### config.mk
export PLATFORM = sky130hd
export DESIGN_NAME = stbs_ctrl
export DESIGN_NICKNAME = d
export VERILOG_FILES = /design/src/stbs_pkg.sv /design/src/stbs_ctrl.sv
export SDC_FILE = /design/constraint.sdc
export NUM_CORES = 1
export LEC_CHECK = 0
export ABC_AREA = 1
export BUFFER_PORTS_ARGS = -buffer_cell sky130_fd_sc_hd__buf_2
export CAP_MARGIN = 20
export CORE_AREA = 3 3 40 42
export CTS_CLUSTER_SIZE = 40
export DETAILED_ROUTE_END_ITERATION = 7
export DIE_AREA = 0 0 43 45
export PLACE_DENSITY = 0.44
export SYNTH_ARGS = -nofsm -noshare
export SYNTH_HDL_FRONTEND = slang
export SYNTH_SLANG_ARGS = --single-unit
### constraint.sdc
create_clock -name clk -period 0.97 [get_ports clk]
set_input_delay 0.194 -clock clk [delete_from_list [all_inputs] [get_ports clk]]
set_output_delay 0.194 -clock clk [all_outputs]
set_load 0.02 [all_outputs]
### src/stbs_pkg.sv
// shared constants, action codes and control/status types for the bound search block
package stbs_pkg;

    // default geometry
    localparam int DEF_TABLE_DEPTH = 1024;
    localparam int DEF_KEY_BITS    = 32;

    // transaction action codes
    localparam int ACTION_W = 2;
    localparam logic [ACTION_W-1:0] ACT_WRITE = 2'd0;
    localparam logic [ACTION_W-1:0] ACT_ABOVE = 2'd1;
    localparam logic [ACTION_W-1:0] ACT_BELOW = 2'd2;

    // commands from the controller to the datapath
    typedef struct packed {
        logic load;
        logic write;
        logic check;
        logic step;
        logic last;
        logic emit;
    } stbs_cmd_t;

    // status from the datapath to the controller
    typedef struct packed {
        logic exit_now;
        logic narrow;
    } stbs_stat_t;

endpackage

### src/stbs_ctrl.sv
// controller state machine sequencing writes and bound searches
module stbs_ctrl (
    input  logic                          clk,
    input  logic                          rst_n,
    input  logic                          start,
    input  logic [stbs_pkg::ACTION_W-1:0] action,
    input  stbs_pkg::stbs_stat_t          stat,
    output stbs_pkg::stbs_cmd_t           cmd,
    output logic                          busy,
    output logic                          done
);
    import stbs_pkg::*;

    localparam logic [1:0] S_IDLE  = 2'd0;
    localparam logic [1:0] S_CHECK = 2'd1;
    localparam logic [1:0] S_STEP  = 2'd2;
    localparam logic [1:0] S_LAST  = 2'd3;

    logic [1:0] state_reg;
    logic [1:0] state_next;
    logic       done_reg;

    // next state and commands
    always_comb
    begin
        state_next = state_reg;
        cmd        = '0;
        unique case (state_reg)
            S_IDLE:
            begin
                if (start)
                begin
                    if (action == ACT_WRITE)
                    begin
                        cmd.write = 1'b1;
                    end
                    else if (action == ACT_ABOVE || action == ACT_BELOW)
                    begin
                        cmd.load   = 1'b1;
                        state_next = S_CHECK;
                    end
                end
            end
            S_CHECK:
            begin
                cmd.check = 1'b1;
                if (stat.exit_now)
                begin
                    cmd.emit   = 1'b1;
                    state_next = S_IDLE;
                end
                else
                begin
                    state_next = stat.narrow ? S_LAST : S_STEP;
                end
            end
            S_STEP:
            begin
                cmd.step   = 1'b1;
                state_next = stat.narrow ? S_LAST : S_STEP;
            end
            S_LAST:
            begin
                cmd.last   = 1'b1;
                cmd.emit   = 1'b1;
                state_next = S_IDLE;
            end
            default:
            begin
                state_next = S_IDLE;
            end
        endcase
    end

    // state and result strobe
    always_ff @(posedge clk or negedge rst_n)
    begin
        if (!rst_n)
        begin
            state_reg <= S_IDLE;
            done_reg  <= 1'b0;
        end
        else
        begin
            state_reg <= state_next;
            done_reg  <= cmd.emit;
        end
    end

    assign busy = (state_reg != S_IDLE);
    assign done = done_reg;

    // a result is shown only once the search has ended
    a_done_idle: assert property (@(posedge clk) disable iff (!rst_n)
        done |-> !busy)
        else $error("result while still searching");

    // a result always follows a busy cycle
    a_done_after_busy: assert property (@(posedge clk) disable iff (!rst_n)
        done |-> $past(busy))
        else $error("result without a search");

    // an accepted search occupies the block
    a_search_busy: assert property (@(posedge clk) disable iff (!rst_n)
        (start && !busy && (action == ACT_ABOVE || action == ACT_BELOW)) |=> busy)
        else $error("search transaction dropped");

endmodule

==> metrics.txt <==
outcome finished, violations left; failing checks setup timing; leading area contributor after synthesis dfrtp_1; dominant synthesized flop cell dfrtp_1; Setup Skew 0.000947 ns; Yosys top cell area share roughly 40%; IO Port Bufs 14; core box area 1280 um^2; sequential power share 18.5%; Slew Limit Fails 0; Via Count 246; clock power share roughly 16%; Via density roughly 3.8; clk root buf clkbuf_4; non-filler cells, final 65; Final Cell Area 403 um^2; vias in the first global route 249; sw frac 44.8%; final total power ~1.4 mW; Setup Viol. Count Final 8; NetSw 607 uW; Clock Pin Slew Worst Setup and Hold Paths 0.04 ns; Max IR drop VDD 0.000829 V; Inserted Clock Buffers 3; Die W 43 um; final net count 59; placed inst area 298 um^2; kind of end point of the critical path output port; worst endpoint data arrival time 1.02 ns; worst hold slack 0.272 ns; Post-Syn Area 189 um^2; Rows 13; Area growth syn-to-layout 113%; filler cell count in the final layout 140; hold depth 4; worst-margin pin slew 0.216 ns; Synth area leaders dfrtp_1, nand2_1, nor2_1; DRC errors left 0; syn_area_per_cell about 7 um^2; maximum clock frequency 0.821 GHz; register area share after synthesis between 30% and 40%; worst min path class input pin to flip-flop; R2R depth 6; die area 1940 um^2; post-detail-place hpwl between 300 and 400 um; synth unique cells 10; Clock Tree Buf Depth 2; worst path required time 0.78 ns; CTS tree built; CTS sink cnt 3; most common cell in the netlist nand2_1; Final period util 126%; initial antenna violation count 0; max_cap viols 0; RSZ-0062 raised after global routing yes; post-route ant nets 0; IO Count 15; startpoint types flip-flop; DR WL/cell between 8 and 9 um; Placer Congestion 0.656; Pre-antenna DRT Iters 1; PD cells 3370 nW/um^2; WL final 536 um; yosys warns 0; largest net degree at the start of global routing 6; Place WS -0.115 ns; Final Util 31.4%; Crit Path Max Fanout 5; fraction of registers with async set/reset 100%; Post-Synthesis Cells 27; most common library cells after synthesis nand2_1, nor2_1, inv_1; Sum Neg Setup Slack -1.39 ns; Pleak around 0.22 nW; Yosys reg bits 3; number of flops mapped to enable cells by yosys 0; Slew Limit Headroom 85.6%; WS Path Type flip-flop to output port; Int Pwr 749 uW; post-layout worst setup margin -0.248 ns; share of cells above drive strength 1 between 60% and 70%; total grt overflow 0; first-pass GRT wire length 903 um; Period minus WS final 1.22 ns; Starting Density 14.7%; worst skew pair latency between 0.2 and 0.25 ns; All-Layer GR Usage 7.01%; htree depth 1; Mapped Nets 35; Starting DRT DRC Count 0; dpl cells 58; share of total power in combinational logic 65.5%; # diodes 0; Final Hold Fails 0; height of the die 45 um
==> metal layers <==
metal  vias to the layer above  wire length (um)  GRT usage, %
met3                         2                55          1.99
met5                         -                 0             0
met1                       106               206          6.55
met2                        14               261          10.2
met4                         0                12          10.8
li1                        124                 -             -
==> path summary, 6_finish.rpt <==
kind | from | endpoint | slack (ns)
max in group asynchronous | rst_n | state_reg[0]$_DFFE_PN0P_ | 0.57
worst min-delay path | stat[1] | state_reg[0]$_DFFE_PN0P_ | 0.27
worst max-delay path | state_reg[0]$_DFFE_PN0P_ | cmd[5] | -0.25
min in group asynchronous | rst_n | done$_DFF_PN0_ | 0.28
worst max register to register | state_reg[0]$_DFFE_PN0P_ | state_reg[0]$_DFFE_PN0P_ | -0.03
worst min register to register | state_reg[0]$_DFFE_PN0P_ | state_reg[0]$_DFFE_PN0P_ | 0.65
==> power by group through the flow <==
stage / clock network, mW / registers, mW / logic [mW]
after CTS: 0.230 / 0.241 / 0.816
after global placement: 0 / 0.243 / 0.671
final: 0.217 / 0.251 / 0.888
after global routing: 0.245 / 0.266 / 0.960
after floorplan: 0 / 0.257 / 0.403
after detailed placement: 0 / 0.242 / 0.670
==> critical path: stages, from the launching register on <==
cell	delay, ns
dfrtp_2	0.43
inv_2	0.09
nand2_4	0.07
nor2_4	0.08
buf_6	0.12
==> layout by cell type, fill, tap and decap left out <==
| cell type | n |
|---|---|
| inv_2 | 3 |
| clkbuf_4 | 3 |
| nor2_2 | 1 |
| nand2_2 | 3 |
| inv_1 | 3 |
| nand2_1 | 4 |
| o21ai_0 | 1 |
| dfrtp_2 | 1 |
| buf_6 | 4 |
| clkbuf_1 | 1 |
| ha_1 | 1 |
| buf_2 | 8 |
| dlygate4sd3_1 | 1 |
| nor2_1 | 3 |
| nor2_4 | 3 |
| buf_4 | 6 |
| nand2_4 | 1 |
| dfrtp_1 | 2 |
| a21oi_1 | 1 |
==> kinds of logic after synthesis <==
kind of cell	Yosys count	synth area share, %
fa+ha+maj	1	6.62
buf+inv	6	11.9
simple gates	15	36.4
compound gates	2	5.29
flops	3	39.7
==> area by class of cell <==
cell class | count | area, um^2 | share of cell area, %
Tap cell | 15 | 18.8 | 4.66
Multi-Input combinational cell | 18 | 119 | 29.5
Clock buffer | 4 | 26.3 | 6.52
Sequential cell | 3 | 76.3 | 18.9
Timing Repair Buffer | 19 | 140 | 34.8
Inverter | 6 | 22.5 | 5.59
==> what timing repair did <==
| action | 4_1_cts | 5_1_grt |
|---|---|---|
| setup endpoints to repair | 8 | 9 |
| hold buffers | 1 | 0 |
| buffers inserted | 1 | 2 |
| pin swaps | 1 | 3 |
| gates resized for setup | 11 | 7 |
| endpoints found under the hold margin | 3 | 0 |
Note: power is estimated with default switching activity, not from simulation.
